$ cat src/rtl/sct_pkg.sv
`timescale 1ns / 1ps
`default_nettype none

package sct_pkg;

  // Internal angle and series values carry 29 fractional bits.
  localparam int QB = 29;

  // Magnitude width of a reduced angle (at most pi).
  localparam int XW = 31;
  // Width of the full-turn constant.
  localparam int TW = 32;

  localparam logic [XW-1:0] Q_PI      = 31'd1686629713;
  localparam logic [XW-1:0] Q_HALF_PI = 31'd843314857;
  localparam logic [TW-1:0] Q_TWO_PI  = 32'd3373259426;

  // Reciprocal of a full turn, used to estimate how many whole turns an
  // angle holds. The angle magnitude is shifted down by RCP_IN_SH before the
  // multiply and the product is shifted down by RCP_OUT_SH after it.
  localparam int RCP_IN_SH  = 16;
  localparam int RCP_OUT_SH = 36;
  localparam int RCPW       = 21;
  localparam logic [RCPW-1:0] Q_TWO_PI_RCP =
    RCPW'((64'd1 << (RCP_IN_SH + RCP_OUT_SH)) / 64'(Q_TWO_PI));

  // Series coefficients 1/3!, 1/5!, 1/7!, 1/9!.
  localparam logic [26:0] Q_C3 = 27'd89478485;
  localparam logic [22:0] Q_C5 = 23'd4473924;
  localparam logic [16:0] Q_C7 = 17'd106522;
  localparam logic [10:0] Q_C9 = 11'd1479;

  // Widths of the even powers and of the series terms.
  localparam int X2W  = 33;
  localparam int X4W  = 36;
  localparam int X6W  = 39;
  localparam int X8W  = 43;
  localparam int T3W  = 31;
  localparam int T5W  = 30;
  localparam int T7W  = 27;
  localparam int T9W  = 25;
  localparam int SUMW = 33;
  localparam int VW   = 32;

  localparam logic signed [SUMW-1:0] Q_ONE = 33'sd536870912;

  localparam logic [31:0] VAL_MAX = 32'h7FFF_FFFF;
  localparam logic [31:0] VAL_MIN = 32'h8000_0000;

  typedef enum logic [1:0] {
    FUNC_SIN = 2'd0,
    FUNC_COS = 2'd1,
    FUNC_TAN = 2'd2
  } func_t;

  typedef struct packed {
    logic  vld;
    func_t func;
  } ctl_t;

endpackage

`default_nettype wire

$ cat src/rtl/sct_reduce.sv
`timescale 1ns / 1ps
`default_nettype none

// Range reduction into [-pi, pi]. A reciprocal multiply
// estimates the whole turns in the magnitude (exact or one short), the turns
// are taken off, and one compare and subtract finishes the remainder.
module sct_reduce
  import sct_pkg::*;
#(
  parameter int FRAC_BITS = 16,
  parameter bit PHASE     = 1'b0
) (
  input  logic               clk,
  input  logic               rst_n,
  input  ctl_t               in_ctl,
  input  logic signed [31:0] in_ang,
  output ctl_t               out_ctl,
  output logic [XW-1:0]      out_mag,
  output logic               out_neg
);

  localparam int SH = QB - FRAC_BITS;
  localparam int WW = 33 + SH;
  localparam int MW = 32 + SH;
  localparam int HW = MW - RCP_IN_SH;
  localparam int EW = HW + RCPW;
  localparam int KW = EW - RCP_OUT_SH;
  localparam int PW = KW + TW;
  localparam int RW = TW + 2;
  localparam int ND = 7;

  logic signed [WW-1:0] w_nxt;
  logic signed [WW-1:0] w_r;
  logic [WW-1:0]        wneg;
  logic [MW-1:0]        mag_dl_r [0:2];
  logic                 neg_dl_r [0:4];
  logic [EW-1:0]        est_nxt;
  logic [KW-1:0]        turns_r;
  logic [PW-1:0]        prod_nxt;
  logic [PW-1:0]        prod_r;
  logic [PW-1:0]        diff_nxt;
  logic [RW-1:0]        rc_r;
  logic                 rc_big;
  logic [RW-1:0]        rc_sub;
  logic [TW-1:0]        rem_r;
  ctl_t                 ctl_r [0:ND-1];
  logic                 fold_big;
  logic [TW-1:0]        fold_nxt;
  logic [XW-1:0]        mag_r;
  logic                 sgn_r;

  assign w_nxt    = (WW'(in_ang) <<< SH) + WW'(Q_HALF_PI & {XW{PHASE}});
  assign wneg     = -w_r;
  assign est_nxt  = EW'(mag_dl_r[0][MW-1:RCP_IN_SH]) * EW'(Q_TWO_PI_RCP);
  assign prod_nxt = PW'(turns_r) * PW'(Q_TWO_PI);
  assign diff_nxt = PW'(mag_dl_r[2]) - prod_r;
  assign rc_big   = rc_r >= RW'(Q_TWO_PI);
  assign rc_sub   = rc_r - RW'(Q_TWO_PI);
  assign fold_big = rem_r > TW'(Q_PI);
  assign fold_nxt = fold_big ? (Q_TWO_PI - rem_r) : rem_r;

  always_ff @(posedge clk) begin
    w_r         <= w_nxt;
    neg_dl_r[0] <= w_r[WW-1];
    mag_dl_r[0] <= w_r[WW-1] ? wneg[MW-1:0] : w_r[MW-1:0];
    for (int k = 1; k < 5; k++) begin
      neg_dl_r[k] <= neg_dl_r[k-1];
    end
    mag_dl_r[1] <= mag_dl_r[0];
    mag_dl_r[2] <= mag_dl_r[1];
    turns_r     <= est_nxt[EW-1:RCP_OUT_SH];
    prod_r      <= prod_nxt;
    rc_r        <= diff_nxt[RW-1:0];
    rem_r       <= rc_big ? rc_sub[TW-1:0] : rc_r[TW-1:0];
    mag_r       <= fold_nxt[XW-1:0];
    sgn_r       <= fold_big ? ~neg_dl_r[4] : neg_dl_r[4];
  end

  always_ff @(posedge clk) begin
    if (!rst_n) begin
      for (int k = 0; k < ND; k++) begin
        ctl_r[k] <= '0;
      end
    end else begin
      ctl_r[0] <= in_ctl;
      for (int k = 1; k < ND; k++) begin
        ctl_r[k] <= ctl_r[k-1];
      end
    end
  end

  assign out_ctl = ctl_r[ND-1];
  assign out_mag = mag_r;
  assign out_neg = sgn_r;

endmodule

`default_nettype wire

$ cat config.mk
export PLATFORM = sky130hd
export DESIGN_NAME = sct_reduce
export DESIGN_NICKNAME = d
export VERILOG_FILES = /design/src/rtl/sct_pkg.sv /design/src/rtl/sct_reduce.sv
export SDC_FILE = /design/constraint.sdc
export NUM_CORES = 1
export LEC_CHECK = 0
export BUFFER_PORTS_ARGS = -buffer_cell sky130_fd_sc_hd__buf_2
export CAP_MARGIN = 20
export CORE_MARGIN = 10
export CORE_UTILIZATION = 24
export CTS_BUF_LIST = sky130_fd_sc_hd__clkbuf_8
export CTS_CLUSTER_DIAMETER = 50
export DETAILED_ROUTE_END_ITERATION = 10
export SETUP_SLACK_MARGIN = 0.5
export SLEW_MARGIN = 10
export SYNTH_ARGS = -nofsm -noshare
export SYNTH_HDL_FRONTEND = slang
export SYNTH_SLANG_ARGS = --single-unit
$ cat constraint.sdc
create_clock -name clk -period 8.3 [get_ports clk]
set_clock_uncertainty 0.2 [all_clocks]
set_input_delay 1.66 -clock clk [delete_from_list [all_inputs] [get_ports clk]]
set_output_delay 1.66 -clock clk [all_outputs]
set_load 0.02 [all_outputs]
; After elaboration in Yosys (flattened, before gate mapping)
; Memories as Yosys holds them, arrays and structs flattened.
; Cells that the tools add are included.
[classes]
addsub = 4
bitwise_logic = 8
multipliers = 2
mux = 13
order_cmp = 2
[ops]
columns = operator, count
row1 = 29-bit by 17-bit multiplier with 46-bit output (second input constant), 1
row2 = 45-bit 2-to-1 mux, 1
row3 = 45-bit negator, 1
row4 = 34-bit by 32-bit greater-or-equal comparator with 1-bit output (second input constant), 1
row5 = 34-bit subtractor, 1
row6 = 14-bit by 31-bit multiplier with 33-bit output (second input constant), 1
row7 = 32-bit by 31-bit > comparator with 1-bit output (second input constant), 1
row8 = 32-bit 2-to-1 mux, 1
row9 = 32-bit subtractor (second input constant), 1
row10 = 31-bit 2-to-1 mux, 1
row11 = 31-bit subtractor (first input constant), 1
row12 = 3-bit 2-to-1 mux, 7
row13 = 1-bit OR, 7
row14 = 1-bit 2-to-1 mux, 3
row15 = 1-bit inverter, 1
[totals]
out_inout_bits = 35
memories = 3
elab_cells = 39
ramBits = 161
input_bits = 37
regBits = 177
[mem_list]
columns = memory, depth, width, rd, rd_clocked_by_memory_dff, write_ports, line
row1 = mag_dl_r, 3, 45, 3, 0, 3, sct_reduce.sv:35  ; logic [MW-1:0] mag_dl_r [0:2];
row2 = ctl_r, 7, 3, 7, 0, 7, sct_reduce.sv:46  ; ctl_t ctl_r [0:ND-1];
row3 = neg_dl_r, 5, 1, 5, 0, 5, sct_reduce.sv:36  ; logic neg_dl_r [0:4];

; Depth between registers and ports, before layout
; Gate-level depths: netlist of the first run.
; An unclocked memory read counts as a cell.
[logic_depth]
ltp_word = 3
depth_mapped = 22

; Worst setup path after synthesis of the first run
; Ideal clock, no wire load.
[synth_timing]
kind = register -> register
startpoint = mem mag_dl_r[0][39] (netlist bit)
endpoint = reg turns_r[13]
setup_slack_ns = 2.041
arrival_ns = 5.996
synth_period_minus_slack_ns = 6.259
path_stages_with_launch = 23
required_ns = 8.037
path_buffers = 0
cell_sequence = dfxtp_1 inv_1 fa_1 fa_1 inv_1 fa_1 inv_1 fa_1 inv_1 fa_1 inv_1 fa_1 inv_1 ha_1 and3_1 and2_1 o211a_1 o22a_1 o311ai_2 o31ai_1 a221o_1 or4_1 nand3_1
[synth_rtl]
columns = item, line
row1 = start: declaration, sct_reduce.sv:35
row2 = end signal: assignment, sct_reduce.sv:71  ; turns_r <= est_nxt[EW-1:RCP_OUT_SH];
row3 = end: declaration, sct_reduce.sv:38  ; logic [KW-1:0] turns_r;

==> qor.csv, run 1 <==
metric,value,unit
status,"finished, final reports clean",
Crit Path Max Fanout,6,
Core ar.,0.0930,sq mm
share of cells above drive strength 1,6.86,%
largest net degree at the start of global routing,34,
Least-Margin Pin Slew,0.747,ns
cts hold-fix bufs,0,
fmax,0.145,GHz
startpoint types,flop,
Worst Hold Class,reg -> reg,
CP Class,reg -> reg,
Skew-Pair Late Insertion Delay,0.64,ns
post-synthesis sequential area ratio,24.4,%
RSZ-0062 raised after global routing,no,
Post-CTS Setup Inserts,0,
# IOs,72,
cell area after synthesis,0.0224,sq mm
layout overhead on the synthesized area,12.8,%
final hold vios,0,
"flops & latches, synth",274,
WP buf/inv,4,
drt drc,0,
top cell type's share of synthesized area,27.7,%
final RePlAce weighted congestion,0.857,
routed length per placed instance,12.4,microns
Post-DP HPWL,38700,microns
final global-route overflow total,0,
Total Neg Setup Slack,0,ns
clk sinks,274,
die area,0.106,sq mm
I/O Buffers,70,
vias per cell,3.96,
number of flops mapped to enable cells by yosys,0,
syn_nets,2845,
CP Data Required Time,8.57,ns
Tot GR Track Use,8.53,%
post_cts resized,0,
Place WS,1.37,ns
total CTS buffers,45,
CP Cell Sequence,"inv_1, fa_1, fa_1, fa_1, inv_1, fa_1, fa_1, inv_1, fa_1, inv_1, ha_1, nand2_1, nor3_1, nand4_1, o22ai_1, o311ai_2, o31ai_1, a221o_1, or4_1, nand3_1",
top cell type by total area after synthesis,fa_1,
Ys Warns,0,
H-tree Lvls,2,
asr flop ratio synth,0,%
row count,112,
Syn Inst Count,2181,
post-layout min period,6.91,ns
Final Max Slew Viols,0,
initial core utilization,24.1,%
Most used DFF post-synth,dfxtp_1,
count of different cell masters after synthesis,72,
Mean Syn Cell Area,10.3,sq um
Via Count,14100,
Detailed Routing Iterations Pass 1,4,
CP Capture Type,flop,
top post-synthesis cells by count,"inv_1 (543), ha_1 (316), fa_1 (311), dfxtp_1 (274), xnor2_1 (119)",
CTS tree,done,
clock root cell,clkbuf_8,
top-count cell post-synth,inv_1,
post-route setup slack,1.39,ns
crit path DAT,7.19,ns
DR iter-0 viols,555,
"Reg clk slew, reported paths",0.06,ns
dominant cells by area after synthesis,"fa_1 (28%), dfxtp_1 (24%), ha_1 (18%)",
worst-case clock buffer depth,3,
Max-slew headroom,50.1,%
Final period util,83.3,%
Worst path slowest cell,o31ai_1,
via count of the first global-routing pass,14800,
"most used cell, CP",fa_1,
max_cap viols,0,
Final Util,27.2,%
first-pass GRT wire length,75000,microns
Die H,326,microns
# diodes,0,
die width,326,microns
initial antenna violation count,0,
Final Setup Violations,0,
Worst path top cell family by delay,adder cells,
Final Net Count,2955,
DRT Wirelength,44500,microns
Detail Route Antenna Nets,0,
Max stage delay on crit path,0.62,ns
==> final timing paths <==
| check | start | to | slack (ns) | depth (start not counted) |
|---|---|---|---|---|
| worst max-delay path | mag_dl_r[0][34]$_DFF_P_ | turns_r[13]$_DFF_P_ | 1.39 | 20 |
| worst min-delay path | neg_dl_r[0][0]$_DFF_P_ | neg_dl_r[0][1]$_DFF_P_ | 0.13 | 0 |
| worst max register to register | mag_dl_r[0][34]$_DFF_P_ | turns_r[13]$_DFF_P_ | 1.39 | 20 |
| worst min register to register | neg_dl_r[0][0]$_DFF_P_ | neg_dl_r[0][1]$_DFF_P_ | 0.13 | 0 |
==> through the flow <==
step	cell area (sq um)	cells	hold WS, ns
2_1_floorplan	22400	2181	0.110
5_1_grt	25300	3572	0.129
6_report	25300	3572	0.126
4_1_cts	25300	3572	0.128
3_5_place_dp	24300	3498	0.114
3_3_place_gp	24300	3498	0.110
==> per-layer routing <==
metal	GRT usage [%]	part of all wire, %
met5	0	0
met3	1.82	4.1
met2	13.8	46
met4	2.10	2.1
met1	11.5	48
==> registers in the layout, indices dropped and copies added (netlist names) <==
name	count
ctl_r	21
rem_r	31
neg_dl_r	5
out_neg	1
w_r	32
mag_dl_r	74
rc_r	33
prod_r	33
turns_r	14
out_mag	30
==> cell usage in the layout, fill, tap and decap left out, types with 4 or more instances in the layout <==
cell type,count
a211oi_1,5
a21o_1,27
a21oi_1,72
a31oi_1,12
and2_1,27
and3_1,11
buf_2,70
bufinv_16,4
clkbuf_8,55
dfxtp_1,274
fa_1,311
ha_1,316
inv_1,552
nand2_1,62
nand2b_1,18
nand3_1,27
nand4_1,7
nor2_1,70
nor2b_1,14
nor3_1,20
nor4_1,8
nor4b_1,5
o211ai_1,7
o21a_1,13
o21ai_0,58
o21bai_1,8
o31ai_1,11
o41ai_1,4
or2_2,5
or3_1,12
or4_1,6
xnor2_1,119
xor2_1,42
==> cells by family after synthesis <==
group,Yosys count,share of synthesized area (%)
compound gates,256,7.44
flops,274,24.4
buf+inv,554,9.28
fa+ha+maj,627,45.4
mux,1,0.0446
simple gates,307,7.15
other cells,1,0.0167
xor+xnor,161,6.28
==> worst reg2reg max path, cell delays in order, from the launching register on <==
cell	delay (ns)
dfxtp_1	0.47
inv_1	0.22
fa_1	0.60
fa_1	0.45
fa_1	0.51
inv_1	0.05
fa_1	0.47
fa_1	0.54
inv_1	0.05
fa_1	0.53
inv_1	0.04
ha_1	0.31
nand2_1	0.16
nor3_1	0.33
nand4_1	0.13
o22ai_1	0.39
o311ai_2	0.17
o31ai_1	0.62
a221o_1	0.32
or4_1	0.13
nand3_1	0.08
==> cell type report <==
type | instances | area, sq um
fillers | 9870 | 67700
repair buffers | 73 | 373
inverters | 544 | 2040
well taps | 1254 | 1570
clock inverters | 19 | 215
flip-flops and latches | 274 | 5490
clock buffers | 55 | 757
multi-input cells | 1353 | 14900
Power of run 1 is not shown: default switching activity piles up to over one toggle a cycle in this logic, so the estimate is an artifact.
==> run 2: changes to the inputs <==
clock period = 5.59 ns   (was 8.3 ns; I/O delays follow)
==> run 2 against run 1 <==
Against the previous run: the run now ends with negative setup slack left; die area did not move; routed wire length grew 4.4%; cell count grew 6.7%; critical path depth shrank 1; sequential share of layout area down 1.7 points; maximum frequency is 16% higher; critical path type unchanged; critical endpoint is now prod_r[32]$_DFF_P_; largest cell class unchanged.
==> qor.csv, run 2 (synthesis results as in run 1) <==
metric,value,unit
status,"complete, but fails checks",
failing checks,negative setup slack,
post-layout min period,5.97,ns
first-pass GRT wire length,78500,microns
post-route setup slack,-0.377,ns
Crit Path Max Fanout,3,
biggest regs,"mag_dl_r: 74 flops, prod_r: 33 flops, rc_r: 33 flops",
largest net degree at the start of global routing,34,
fmax,0.168,GHz
grt met2 use,14.8,%
DR iter-0 viols,463,
CTS tree,done,
fillcell total,9718,
met3 Track Usage GR,1.97,%
Detail Route Antenna Nets,0,
CP Class,reg -> reg,
most flop-heavy register,mag_dl_r,
final RePlAce weighted congestion,0.843,
Final Max Slew Viols,0,
total CTS buffers,48,
clock root cell,clkbuf_8,
Post-DP HPWL,39700,microns
die area,0.106,sq mm
GR peak layer,met2,
Critical R2R Launch,turns_r[2]$_DFF_P_,
crit path DAT,6.25,ns
drt drc,0,
H-tree Lvls,2,
routed length per placed instance,12.2,microns
Max-slew headroom,57.1,%
Cells after DPL,3705,
Least-Margin Pin Slew,0.643,ns
"leading cell type in the layout, fill and taps excluded",inv_1,
die width,326,microns
CP startpoint,turns_r[2]$_DFF_P_,
Core ar.,0.0930,sq mm
# IOs,72,
startpoint types,flop,
max reg flops,74,
row count,112,
met1 Use GR,11.5,%
vias per cell,3.93,
# diodes,0,
RSZ-0062 raised after global routing,yes,
I/O Buffers,70,
most frequent cells in the layout,"inv_1 (519), fa_1 (305), ha_1 (290)",
worst-case clock buffer depth,3,
Tot GR Track Use,8.89,%
"Reg clk slew, reported paths",0.06,ns
initial core utilization,24.1,%
via count of the first global-routing pass,15900,
Via Count,15000,
Worst Hold Class,reg -> reg,
Final Net Count,3187,
DRT Wirelength,46400,microns
final hold vios,0,
Final period util,107,%
share of cells above drive strength 1,21.7,%
Detailed Routing Iterations Pass 1,4,
min-delay src,neg_dl_r[0][0]$_DFF_P_,
max_cap viols,0,
Die H,326,microns
Final Setup Violations,16,
CP Data Required Time,5.87,ns
post-layout instance count excluding filler cells,3812,
final global-route overflow total,0,
layout overhead on the synthesized area,24.3,%
Total Neg Setup Slack,-3.49,ns
Skew-Pair Late Insertion Delay,0.64,ns
initial antenna violation count,0,
clk sinks,274,
CP Capture Type,flop,
==> run 2: through the flow <==
stage | worst slack [ns] | hold WS [ns] | cell area (sq um) | utilization (%)
final | -0.377 | 0.109 | 27900 | 30.0
after global routing | -0.556 | 0.103 | 27900 | 30.0
after CTS | -0.354 | 0.110 | 27700 | 29.7
after detailed placement | -0.422 | 0.112 | 26300 | 28.3
after global placement | -0.393 | 0.111 | 26300 | 28.3
after floorplan | -0.215 | 0.110 | 22800 | -
==> run 2: repair_timing <==
item	in CTS	in global routing
hold buffers	0	0
resized for setup	61	43
buffers inserted	15	7
pin swaps	46	47
endpoints found under the setup margin	25	28
==> run 2: critical path, cell delays in order (launching register included) <==
cell     delay, ns
dfxtp_4       0.36
fa_1          0.60
inv_1         0.07
fa_2          0.53
inv_2         0.04
fa_1          0.46
inv_1         0.05
fa_1          0.45
fa_2          0.54
inv_2         0.04
fa_1          0.47
ha_4          0.18
or3_4         0.34
a21oi_4       0.12
a211o_1       0.18
a31oi_2       0.11
buf_4         0.16
o31a_1        0.28
nor3b_2       0.16
or4b_1        0.48
==> run 2: cell type report <==
cell class              instances  area, sq um  area share (%)
multi-input cells            1353        15600            55.8
clock inverters                30          198           0.709
flip-flops and latches        274         5570            20.0
inverters                     544         2080            7.46
repair buffers                302         2150            7.70
well taps                    1254         1570            5.62
clock buffers                  55          757            2.71
==> run 2: per-layer routing <==
layer,wire [microns],vias to the layer above
li1,-,7579
met1,21700,7123
met2,21600,203
met3,1980,81
met4,1190,0
met5,0,-
==> run 2: path summary, 6_finish.rpt <==
kind	end	slack, ns	cells after the start
hold reg to reg	neg_dl_r[0][1]$_DFF_P_	0.11	0
setup / recovery	prod_r[32]$_DFF_P_	-0.38	19
setup reg to reg	prod_r[32]$_DFF_P_	-0.38	19
hold / removal	neg_dl_r[0][1]$_DFF_P_	0.11	0
Power of run 2 is left out for the same reason.
